## src/hdl/fbfl_pkg.sv

```systemverilog
// Shared constants and codes for the fixed block free list.
`timescale 1ns / 1ps

package fbfl_pkg;

  // Default pool depth and the block count loaded at reset
  localparam int MAX_BLOCKS_DEF = 256;
  localparam int RESET_COUNT    = 256;

  // Field widths on the stream and register ports
  localparam int IDX_FIELD_W    = 8;
  localparam int CNT_FIELD_W    = 9;
  localparam int STATUS_W       = 2;
  localparam int IN_TDATA_W     = 8;
  localparam int OUT_TDATA_W    = 24;
  localparam int APB_ADDR_W     = 3;
  localparam int APB_DATA_W     = 32;

  // Operation codes
  localparam logic OP_ALLOC = 1'b0;
  localparam logic OP_FREE  = 1'b1;

  // Result status codes
  localparam logic [STATUS_W-1:0] STATUS_OK    = 2'd0;
  localparam logic [STATUS_W-1:0] STATUS_EMPTY = 2'd1;
  localparam logic [STATUS_W-1:0] STATUS_RANGE = 2'd2;

  // Register index (word select bit of paddr)
  localparam logic REG_BLOCK_COUNT = 1'b0;

endpackage

```

## src/hdl/fixed_block_free_list.sv

```systemverilog
// Top level of the fixed block free list allocator.
//
// Channel  Dir  Handshake             Payload
// s_axis   in   tvalid/tready         tuser: opcode; tdata: block_index
// m_axis   out  tvalid/tready         tuser: status; tdata: granted_index, free_count
// apb      in   psel/penable/pready   block_count at byte address 0
//
// One transaction per cycle on the input, allocates and frees alike; the head's
// link is prefetched and refreshed from the link RAM's registered read port.
// After reset, a build pass writes the chain into the link RAM one entry at a time
// and then loads the head; a block_count write first raises a registered rebuild
// strobe that starts the pass. s_axis_tready is low throughout.
// A result held by m_axis_tready low keeps s_axis_tready low until it leaves.
`timescale 1ns / 1ps

module fixed_block_free_list #(
  parameter int MaxBlocks = fbfl_pkg::MAX_BLOCKS_DEF
) (
  input  logic                             clk_i,
  input  logic                             rst_ni,
  // Input stream
  input  logic                             s_axis_tvalid,
  output logic                             s_axis_tready,
  input  logic [fbfl_pkg::IN_TDATA_W-1:0]  s_axis_tdata,  // [7:0] block_index
  input  logic                             s_axis_tuser,  // [0] opcode
  // Output stream
  output logic                             m_axis_tvalid,
  input  logic                             m_axis_tready,
  output logic [fbfl_pkg::OUT_TDATA_W-1:0] m_axis_tdata,  // [7:0] granted_index,
                                                          // [16:8] free_count
  output logic [fbfl_pkg::STATUS_W-1:0]    m_axis_tuser,  // [1:0] status
  // Configuration
  input  logic                             psel,
  input  logic                             penable,
  input  logic                             pwrite,
  input  logic [fbfl_pkg::APB_ADDR_W-1:0]  paddr,
  input  logic [fbfl_pkg::APB_DATA_W-1:0]  pwdata,
  output logic [fbfl_pkg::APB_DATA_W-1:0]  prdata,
  output logic                             pready
);

  import fbfl_pkg::*;

  localparam int CntW = $clog2(MaxBlocks + 1);

  logic                   rebuild;
  logic [CntW-1:0]        count;
  logic [IDX_FIELD_W-1:0] granted;
  logic [CNT_FIELD_W-1:0] free_count;

  // Register block
  fbfl_cfg #(
    .MaxBlocks (MaxBlocks),
    .CntW      (CntW)
  ) u_cfg (
    .clk_i     (clk_i),
    .rst_ni    (rst_ni),
    .psel      (psel),
    .penable   (penable),
    .pwrite    (pwrite),
    .paddr     (paddr),
    .pwdata    (pwdata),
    .prdata    (prdata),
    .pready    (pready),
    .rebuild_o (rebuild),
    .count_o   (count)
  );

  // Free list engine
  fbfl_core #(
    .MaxBlocks (MaxBlocks),
    .CntW      (CntW)
  ) u_core (
    .clk_i        (clk_i),
    .rst_ni       (rst_ni),
    .rebuild_i    (rebuild),
    .count_i      (count),
    .in_valid_i   (s_axis_tvalid),
    .in_ready_o   (s_axis_tready),
    .opcode_i     (s_axis_tuser),
    .index_i      (s_axis_tdata[IDX_FIELD_W-1:0]),
    .out_valid_o  (m_axis_tvalid),
    .out_ready_i  (m_axis_tready),
    .status_o     (m_axis_tuser),
    .granted_o    (granted),
    .free_count_o (free_count)
  );

  // Output packing, zero fill to whole bytes
  assign m_axis_tdata = {{(OUT_TDATA_W - IDX_FIELD_W - CNT_FIELD_W){1'b0}}, free_count, granted};

endmodule

```

## src/hdl/fbfl_ram.sv

```systemverilog
// Generic simple dual-port RAM: one write port, one registered read port.
`timescale 1ns / 1ps

module fbfl_ram #(
  parameter int Width = 9,
  parameter int Depth = 256,
  parameter int AddrW = $clog2(Depth)
) (
  input  logic             clk_i,
  input  logic             we_i,
  input  logic [AddrW-1:0] waddr_i,
  input  logic [Width-1:0] wdata_i,
  input  logic             re_i,
  input  logic [AddrW-1:0] raddr_i,
  output logic [Width-1:0] rdata_o
);

  logic [Width-1:0] mem_q [Depth];
  logic [Width-1:0] rdata_q;

  // Write port
  always_ff @(posedge clk_i) begin
    if (we_i) begin
      mem_q[waddr_i] <= wdata_i;
    end
  end

  // Registered read port
  always_ff @(posedge clk_i) begin
    if (re_i) begin
      rdata_q <= mem_q[raddr_i];
    end
  end

  assign rdata_o = rdata_q;

endmodule

```

## src/hdl/fbfl_cfg.sv

```systemverilog
// APB register block holding the pool block count.
`timescale 1ns / 1ps

module fbfl_cfg #(
  parameter int MaxBlocks = 256,
  parameter int CntW      = $clog2(MaxBlocks + 1)
) (
  input  logic                            clk_i,
  input  logic                            rst_ni,
  input  logic                            psel,
  input  logic                            penable,
  input  logic                            pwrite,
  input  logic [fbfl_pkg::APB_ADDR_W-1:0] paddr,
  input  logic [fbfl_pkg::APB_DATA_W-1:0] pwdata,
  output logic [fbfl_pkg::APB_DATA_W-1:0] prdata,
  output logic                            pready,
  output logic                            rebuild_o,
  output logic [CntW-1:0]                 count_o
);

  import fbfl_pkg::*;

  localparam int CmpW = (CntW > CNT_FIELD_W) ? CntW : CNT_FIELD_W;
  localparam logic [CntW-1:0] ResetCount =
    CntW'((RESET_COUNT > MaxBlocks) ? MaxBlocks : RESET_COUNT);

  logic [CntW-1:0]        count_q, count_d;
  logic                   rebuild_q, rebuild_d;
  logic                   wr_hit;
  logic [CNT_FIELD_W-1:0] wr_val;

  assign pready = 1'b1;
  assign wr_hit = psel && penable && pwrite && (paddr[2] == REG_BLOCK_COUNT);
  assign wr_val = pwdata[CNT_FIELD_W-1:0];

  // Saturate the written count at the pool depth
  always_comb begin
    count_d   = count_q;
    rebuild_d = 1'b0;
    if (wr_hit) begin
      rebuild_d = 1'b1;
      if (CmpW'(wr_val) > CmpW'(MaxBlocks)) begin
        count_d = CntW'(MaxBlocks);
      end else begin
        count_d = CntW'(wr_val);
      end
    end
  end

  always_ff @(posedge clk_i or negedge rst_ni) begin
    if (!rst_ni) begin
      count_q   <= ResetCount;
      rebuild_q <= 1'b0;
    end else begin
      count_q   <= count_d;
      rebuild_q <= rebuild_d;
    end
  end

  // Read-back
  always_comb begin
    prdata = '0;
    if (paddr[2] == REG_BLOCK_COUNT) begin
      prdata = APB_DATA_W'(count_q);
    end
  end

  assign rebuild_o = rebuild_q;
  assign count_o   = count_q;

endmodule

```

## src/hdl/fbfl_core.sv

```systemverilog
// Free list engine: head and prefetched link registers, link store, rebuild sweep.
`timescale 1ns / 1ps

module fbfl_core #(
  parameter int MaxBlocks = 256,
  parameter int CntW      = $clog2(MaxBlocks + 1)
) (
  input  logic                             clk_i,
  input  logic                             rst_ni,
  input  logic                             rebuild_i,
  input  logic [CntW-1:0]                  count_i,
  input  logic                             in_valid_i,
  output logic                             in_ready_o,
  input  logic                             opcode_i,
  input  logic [fbfl_pkg::IDX_FIELD_W-1:0] index_i,
  output logic                             out_valid_o,
  input  logic                             out_ready_i,
  output logic [fbfl_pkg::STATUS_W-1:0]    status_o,
  output logic [fbfl_pkg::IDX_FIELD_W-1:0] granted_o,
  output logic [fbfl_pkg::CNT_FIELD_W-1:0] free_count_o
);

  import fbfl_pkg::*;

  localparam int IdxW = (MaxBlocks > 1) ? $clog2(MaxBlocks) : 1;
  localparam int CmpW = (CntW > IDX_FIELD_W) ? CntW : IDX_FIELD_W;
  localparam logic [CntW-1:0] NullLink = CntW'(MaxBlocks);

  // Control state
  logic            sweep_q, sweep_d;
  logic [CntW-1:0] cnt_q, cnt_d;
  logic [CntW-1:0] head_q, head_d;
  logic [CntW-1:0] link_q, link_d;
  logic            pend_q, pend_d;
  logic [CntW-1:0] ft_q, ft_d;
  logic            out_valid_q, out_valid_d;

  // Result payload
  logic [STATUS_W-1:0]    status_q, status_d;
  logic [IDX_FIELD_W-1:0] granted_q, granted_d;
  logic [CNT_FIELD_W-1:0] fcnt_q, fcnt_d;

  // Link store ports
  logic            we;
  logic [IdxW-1:0] waddr;
  logic [CntW-1:0] wdata;
  logic            re;
  logic [IdxW-1:0] raddr;
  logic [CntW-1:0] rd_data;

  logic [CntW-1:0] link_eff;
  logic [CntW-1:0] cnt_inc;
  logic            accept;
  logic            head_null;
  logic            idx_ok;

  // Link of the current head: fresh RAM data right after an allocate
  assign link_eff   = pend_q ? rd_data : link_q;
  assign head_null  = (head_q == NullLink);
  assign idx_ok     = CmpW'(index_i) < CmpW'(count_i);
  assign cnt_inc    = cnt_q + CntW'(1);
  assign in_ready_o = !sweep_q && !rebuild_i && (!out_valid_q || out_ready_i);
  assign accept     = in_valid_i && in_ready_o;

  always_comb begin
    sweep_d     = sweep_q;
    cnt_d       = cnt_q;
    head_d      = head_q;
    link_d      = link_eff;
    pend_d      = 1'b0;
    ft_d        = ft_q;
    out_valid_d = out_valid_q && !out_ready_i;
    status_d    = status_q;
    granted_d   = granted_q;
    fcnt_d      = fcnt_q;
    we          = 1'b0;
    waddr       = cnt_q[IdxW-1:0];
    wdata       = NullLink;
    re          = 1'b0;
    raddr       = link_eff[IdxW-1:0];

    if (rebuild_i) begin
      // Restart the chain build
      sweep_d = 1'b1;
      cnt_d   = '0;
    end else if (sweep_q) begin
      // One link entry per cycle, then load head, link and free count
      if (cnt_q >= count_i) begin
        sweep_d = 1'b0;
        head_d  = (count_i == '0) ? NullLink : '0;
        link_d  = (count_i > CntW'(1)) ? CntW'(1) : NullLink;
        ft_d    = count_i;
      end else begin
        we    = 1'b1;
        wdata = (cnt_inc < count_i) ? cnt_inc : NullLink;
        cnt_d = cnt_inc;
      end
    end else if (accept) begin
      out_valid_d = 1'b1;
      granted_d   = '0;
      status_d    = STATUS_OK;
      if (opcode_i == OP_ALLOC) begin
        if (head_null) begin
          status_d = STATUS_EMPTY;
        end else begin
          // Pop: fetch the link of the new head
          granted_d = IDX_FIELD_W'(head_q);
          head_d    = link_eff;
          re        = (link_eff != NullLink);
          pend_d    = re;
          if (ft_q != '0) begin
            ft_d = ft_q - CntW'(1);
          end
        end
      end else begin
        if (!idx_ok) begin
          status_d = STATUS_RANGE;
        end else begin
          // Push: freed block links to the old head
          we     = 1'b1;
          waddr  = IdxW'(index_i);
          wdata  = head_q;
          head_d = CntW'(index_i);
          link_d = head_q;
          if (ft_q < count_i) begin
            ft_d = ft_q + CntW'(1);
          end
        end
      end
      fcnt_d = CNT_FIELD_W'(ft_d);
    end
  end

  always_ff @(posedge clk_i or negedge rst_ni) begin
    if (!rst_ni) begin
      sweep_q     <= 1'b1;
      cnt_q       <= '0;
      head_q      <= '0;
      link_q      <= '0;
      pend_q      <= 1'b0;
      ft_q        <= '0;
      out_valid_q <= 1'b0;
    end else begin
      sweep_q     <= sweep_d;
      cnt_q       <= cnt_d;
      head_q      <= head_d;
      link_q      <= link_d;
      pend_q      <= pend_d;
      ft_q        <= ft_d;
      out_valid_q <= out_valid_d;
    end
  end

  always_ff @(posedge clk_i) begin
    status_q  <= status_d;
    granted_q <= granted_d;
    fcnt_q    <= fcnt_d;
  end

  // Link store
  fbfl_ram #(
    .Width (CntW),
    .Depth (MaxBlocks),
    .AddrW (IdxW)
  ) u_link_ram (
    .clk_i   (clk_i),
    .we_i    (we),
    .waddr_i (waddr),
    .wdata_i (wdata),
    .re_i    (re),
    .raddr_i (raddr),
    .rdata_o (rd_data)
  );

  assign out_valid_o  = out_valid_q;
  assign status_o     = status_q;
  assign granted_o    = granted_q;
  assign free_count_o = fcnt_q;

endmodule

```

## config.mk

```make
export PLATFORM = sky130hd
export DESIGN_NAME = fixed_block_free_list
export DESIGN_NICKNAME = d
export VERILOG_FILES = /design/src/hdl/fbfl_pkg.sv /design/src/hdl/fixed_block_free_list.sv /design/src/hdl/fbfl_ram.sv /design/src/hdl/fbfl_cfg.sv /design/src/hdl/fbfl_core.sv
export SDC_FILE = /design/constraint.sdc
export NUM_CORES = 2
export LEC_CHECK = 0
export ABC_AREA = 1
export BUFFER_PORTS_ARGS = -buffer_cell sky130_fd_sc_hd__buf_2
export CAP_MARGIN = 20
export CORE_ASPECT_RATIO = 1.5
export CORE_MARGIN = 8
export CORE_UTILIZATION = 55
export DETAILED_ROUTE_END_ITERATION = 6
export PLACE_DENSITY = 0.7
export SETUP_SLACK_MARGIN = 0.02
export SYNTH_ARGS = -nofsm -noshare
export SYNTH_HDL_FRONTEND = slang
export SYNTH_SLANG_ARGS = --single-unit
```

## constraint.sdc

```tcl
create_clock -name clk_i -period 38.7 [get_ports clk_i]
set_input_delay 7.74 -clock clk_i [delete_from_list [all_inputs] [get_ports clk_i]]
set_output_delay 7.74 -clock clk_i [all_outputs]
set_load 0.02 [all_outputs]
```

## Word-level counts from Yosys, hierarchy flattened

Memories as Yosys holds them, arrays and structs flattened. A register that Yosys moved wholly into a read port is not among the register bits.
Index checks and enable logic that the tools add are counted.
Widths: inputs -> output; s select.

| storage, ports and cells | value |
|---|---|
| bits in registers | 68 |
| bits in writable memories | 2304 |
| input port bits | 51 |
| output and inout bits | 61 |
| memories kept | 1 |

| cells by class | value |
|---|---|
| $add $sub $neg | 3 |
| order comparisons | 6 |
| equal/unequal tests | 6 |
| muxes and demuxes | 62 |
| bitwise logic cells | 3 |
| reductions and logical operators | 21 |

Memory list:

| name | depth | bits a word | rd ports | clocked after memory_dff | write ports | RTL line | source |
|---|---|---|---|---|---|---|---|
| u_core.u_link_ram.mem_q | 256 | 9 | 1 | 1 | 1 | fbfl_ram.sv:18 | `logic [Width-1:0] mem_q [Depth];` |

Operator list:

| operator | number |
|---|---|
| $mux 9 | 35 |
| $mux 8 | 5 |
| $mux 1 | 20 |
| $add 9x1->9 const B | 2 |
| $lt 9x9->1 | 2 |
| $eq 9x9->1 const B | 1 |
| $ge 9x9->1 | 1 |
| $gt 9x1->1 const B | 1 |
| $gt 9x9->1 const B | 1 |
| $logic_not 9->1 | 1 |
| $lt 8x9->1 | 1 |
| $ne 9x9->1 const B | 1 |
| $reduce_bool 9->1 | 1 |
| $sub 9x1->9 const B | 1 |
| $logic_and 1x1->1 | 7 |
| $reduce_and 3->1 | 2 |
| $reduce_and 5->1 | 1 |
| $logic_not 1->1 | 4 |
| $mux 2 | 2 |
| $ne 2x2->1 const B | 2 |
| $reduce_bool 2->1 | 2 |
| $ne 3x1->1 const B | 1 |
| $ne 3x2->1 const B | 1 |
| $not 1->1 | 3 |
| 3 further kinds | 3 |

## Longest topological paths before layout

| logic depth | value |
|---|---|
| word-level depth | 9 |
| mapped depth | 20 |

## Modules after synthesis

A second synthesis with hierarchy kept.

| unflattened totals | value |
|---|---|
| cell total of the unflattened synthesis | 8576 |
| area total of the unflattened synthesis | 98959.9 sq um |

By module, submodules not included:

| module | instances | cells an instance | area an instance (sq um) | seq. area each (sq um) |
|---|---|---|---|---|
| fbfl_ram | 1 | 7826 | 93609.8 | 69456.6 |
| fbfl_core | 1 | 641 | 4550.6 | 1547.7 |
| fbfl_cfg | 1 | 101 | 743.2 | 251.5 |
| fixed_block_free_list | 1 | 8 | 56.3 | 0.0 |

## Least setup slack after synthesis

OpenSTA, ideal clock, no wires.

| path | value |
|---|---|
| path kind | input to register |
| start | in m_axis_tready |
| end | mem u_core.u_link_ram.mem_q[0][0] (data pin) |
| setup time | 1389 ps |
| data arrival time | 15000 ps |
| slack | 22311 ps |
| stages on the path | 9 |
| buffers on the path | 1 |
| cell sequence | nor2_1 -> nor3_2 -> nand2_1 -> inv_2 -> nand4_4 -> buf_6 -> nand2_1 -> nand2_1 -> nor2_1 |

| on the way | value |
|---|---|
| cells in the longest elaborated chain, start to end | 6 |

Ends and longest elaborated chain:

| item | RTL line | source |
|---|---|---|
| start, declared | fixed_block_free_list.sv:28 | `input logic m_axis_tready,` |
| $logic_or 1x1->1 | fbfl_core.sv:62 | `assign in_ready_o = !sweep_q && !rebuild_i && (!out_valid_q \|\| out_ready_i);` |
| $logic_and 1x1->1 | fbfl_core.sv:62 |  |
| net s_axis_tready | fixed_block_free_list.sv:23 | `output logic s_axis_tready,` |
| $logic_and 1x1->1 | fbfl_core.sv:63 | `assign accept = in_valid_i && in_ready_o;` |
| $mux 9 | fbfl_core.sv:98 | `end else if (accept) begin` |
| $mux 9 | fbfl_core.sv:86 | `end else if (sweep_q) begin` |
| $mux 9 | fbfl_core.sv:82 | `if (rebuild_i) begin` |
| net u_core.u_link_ram.wdata_i[0] | fbfl_ram.sv:12 | `input logic [Width-1:0] wdata_i,` |
| end, declared | fbfl_ram.sv:18 |  |

The timed path passes the listed nets, and every way through them passes these cells.

## Worst setup path in the final report

| path | value |
|---|---|
| start | in paddr[2] (netlist name) |
| end | out prdata[4] (netlist name) |

| on the way | value |
|---|---|
| cells in the longest elaborated chain, start to end | 1 |

Ends and longest elaborated chain:

| item | RTL line | source |
|---|---|---|
| start, declared | fixed_block_free_list.sv:36 | `input logic [fbfl_pkg::APB_ADDR_W-1:0] paddr,` |
| $mux 9 | fbfl_cfg.sv:63 | `if (paddr[2] == REG_BLOCK_COUNT) begin` |
| end, declared | fixed_block_free_list.sv:38 | `output logic [fbfl_pkg::APB_DATA_W-1:0] prdata,` |

Every way passes these cells.

==> summary.md <==
| Metric | Value |
|---|---|
| DIE WIDTH | `374.3 µm` |
| # DRC | `4` |
| CP Launch Type | `input port` |
| CTS tree | `built` |
| Hpwl dp | `168500 µm` |
| Clock share of power | `25.2%` |
| IO Count | `112` |
| Final setup vio count | `0` |
| Port Buffers | `55` |
| PwrDens | `72.73 nW/µm²` |
| Combinational Power Share | `35.7%` |
| Placed Area | `107900 µm²` |
| Rel. slew slack | `19.88%` |
| Peak Freq | `0.06260 GHz` |
| Reg area | `71260 µm²` |
| Initial Utilization | `55.23%` |
| Clock buffer depth | `4` |
| WS Path Type | `in -> out` |
| Data required, critical path | `30.96 ns` |
| Syn Inst Count | `10450` |
| WL per Instance | `22.06 µm` |
| Number of synthesis warnings | `0` |
| Unrepaired setup endpoints after global routing | `false` |
| DRT Wirelength | `285200 µm` |
| GRT overflow | `0` |
| Switching Share | `39.45%` |
| Worst vdd rail ir drop | `0.1242 mV` |
| CP max stage cell | `buf_2` |
| #FFs+latches synth | `2381` |
| Commonest non-fill, non-tap cells in the layout | `nand2_1 (3172), edfxtp_1 (2332), inv_1 (1697)` |
| Hold Path Depth | `2` |
| CP top delay family | `buffers and inverters` |
| Number of vias per cell | `5.581` |
| Sequential area share after synthesis | `67.28%` |
| Final period util | `41.28%` |
| CP max FO | `10` |
| CP bufs+invs | `2` |
| Worst Max-Slew Pin Slew | `1.197 ns` |
| CTS resizes | `0` |
| Synth area leader | `edfxtp_1` |
| Worst path max stage delay | `0.18 ns` |
| Setup tns final | `0 ns` |
| Layout cell share with drive strength beyond 1 | `5.384%` |
| CTS root buf | `clkbuf_16` |
| Total CTS buffers | `209` |
| Worst r2r src | `u_core.pend_q` |
| Rows | `197` |
| Pint | `5.052 mW` |
| Yosys cell types | `42` |
| LEAKAGE | `47.74 nW` |
| Min-delay src | `u_core.head_q[0]` |
| Hold Vio Cnt, Final | `0` |
| Routed Antenna Nets | `0` |
| Fin nets | `10360` |
| Register share of total power | `39.1%` |
| Min Tclk post-route | `15.98 ns` |
| Crit-path cells | `buf_2 > nor2_1 > buf_2` |
| Mean post-synth cell area | `10.13 µm²` |
| Tot GR Track Use | `26.78%` |
| Final Cell Area | `114700 µm²` |
| Drt first-iter violations | `7888` |
| Fin. max-slew vios | `0` |
| Number of clock sinks | `2381` |
| Multi-input gate area | `25900 µm²` |
| Post-CTS Hold Fix Bufs | `0` |
| Initial antenna violation count | `9` |
| Die Y | `553.4 µm` |
| Filler Cell Count | `15270` |
| WHS Endpoint | `u_core.head_q[0]` |
| Failing checks | `DRC` |
| Largest net degree at the start of global routing | `173` |
| DIE AREA | `207200 µm²` |
| FF-to-FF End | `u_core.u_link_ram.rdata_o[2]` |
| Most common cell after layout, fill and taps aside | `nand2_1` |
| Total vias in the final route | `72160` |
| CP arrival | `8.24 ns` |
| First-pass GRT wire length | `424500 µm` |
| Share of the synthesized area in the top cell type | `66.12%` |
| Vias in the first global route | `70050` |
| Critical path's most frequent cell | `buf_2` |
| DR pass1 iterations | `7` |
| Core Box Area | `191800 µm²` |
| Post-CTS Setup Bufs | `0` |
| Top cells by area, synth | `edfxtp_1 (66%), nand2_1 (11%), nand3_1 (6.7%)` |
| Status | `finished with violations` |
| Final Skew | `0.05239 ns` |
| GPL Wtd Cong | `0.9316` |
| R2r setup slk | `31.39 ns` |
| Max Cap Viol | `0` |
| Setup crit end kind | `primary output` |
| R2r worst-path depth | `17` |
| Skew-Pair Late Insertion Delay | `0.86 ns` |
| Hold Path Class | `reg -> reg` |
| Psw | `3.292 mW` |
| CTS H-Tree Depth | `4` |
| Area Overhead vs Synth | `8.328%` |
| Clk slew on worst S/H paths | `0.07 ns` |
| Post-synthesis cell area | `105900 µm²` |
[synthesized netlist by cell type]
master / count
conb_1: 2
buf_2: 209
o21ai_1: 4
or2_2: 2
nor2_4: 8
nand3b_1: 84
a211oi_1: 1
a311oi_1: 1
nand3_1: 1428
nand4_1: 12
nor3_1: 5
nor4_1: 6
xor2_1: 11
dfrtp_1: 47
o21a_1: 2
a21oi_1: 141
buf_4: 31
o21ai_0: 175
mux2i_1: 1
nor3_2: 1
clkinv_1: 2
o22ai_1: 11
inv_2: 5
nand2_2: 4
buf_6: 14
ha_1: 36
a31oi_1: 1
inv_1: 1699
edfxtp_1: 2332
nand2_1: 3179
nand3_4: 16
clkinv_2: 1
o31ai_1: 6
o21ai_2: 11
nor2_2: 2
dfstp_2: 2
clkbuf_1: 257
a22oi_1: 1
nand4_4: 1
nor2_1: 498
buf_1: 74
o211ai_1: 130
[final cells by class]
class                   instances  share of cell area (%)
clock buffers                 242                   4.741
well taps                    2487                   2.712
multi-input cells            5809                   22.57
inverters                    1707                   5.590
clock inverters               137                   1.193
diodes                          4                0.008725
repair buffers                163                   1.073
flip-flops and latches       2381                   62.11
[per-stage QoR]
step / instances / hold slack, ns / setup WS [ns] / util (%) / power, mW
after floorplan: 10480 / 0.4530 / 22.31 / - / 5.256
after global placement: 12550 / 0.4713 / 22.73 / 56.26 / 6.199
after detailed placement: 12550 / 0.4937 / 22.72 / 56.26 / 6.245
after CTS: 12930 / 0.5118 / 22.71 / 59.81 / 8.320
after global routing: 12930 / 0.5401 / 22.68 / 59.82 / 8.686
final: 12930 / 0.5104 / 22.72 / 59.83 / 8.344
[how the worst max path moves through the flow]
stage                        from                       endpoint  cells past startpoint
floorplan           m_axis_tready  u_core.u_link_ram.mem_q[0][0]                      9
global placement         paddr[2]                      prdata[8]                      3
detailed placement       paddr[2]                      prdata[1]                      3
CTS                      paddr[2]                      prdata[1]                      3
global route             paddr[2]                      prdata[4]                      3
finish                   paddr[2]                      prdata[4]                      3
[worst reg2reg max path, delay by kind of cell (launching register included)]
| family | cells | cell delay [ns] |
|---|---|---|
| buf+inv | 6 | 3.54 |
| simple gates | 10 | 2.59 |
| compound gates | 1 | 0.54 |
| flops | 1 | 0.36 |
[sequential cells by signal, indices dropped and copies added (netlist names), 2 cells and up]
signal                     count
u_cfg.count_o                  9
u_core.head_q                  9
u_core.granted_o               8
u_core.status_o                2
u_core.cnt_q                   9
u_core.link_q                  9
u_core.free_count_o            9
u_core.u_link_ram.mem_q     2304
u_core.u_link_ram.rdata_o      9
u_core.ft_q                    9
[cells by family after synthesis]
logic type	Yosys count	synth area share, %
AND/OR/NAND/NOR	5246	20.93
AO/OA/AOI/OAI	484	2.675
buffers and inverters	2292	8.580
flip-flops	2381	67.28
multiplexers	1	0.009452
adder cells (fa/ha/maj)	36	0.4253
other	2	0.007091
XOR/XNOR	11	0.09096
[power groups by stage]
stage / clock [mW] / sequential (mW) / combinational, mW
final: 2.11 / 3.26 / 2.98
after global routing: 2.21 / 3.27 / 3.21
after CTS: 2.12 / 3.26 / 2.94
after detailed placement: 0 / 3.32 / 2.93
after global placement: 0 / 3.32 / 2.88
after floorplan: 0 / 3.44 / 1.81
[metal layers]
layer | vias up | track usage (%) | wire length, µm
li1 | 33590 | - | -
met1 | 34310 | 31.95 | 101400
met2 | 3420 | 45.36 | 139300
met3 | 837 | 3.609 | 21910
met4 | 6 | 18.01 | 22570
met5 | - | 0 | 31
No activity file was read; power rests on OpenSTA's default activity.
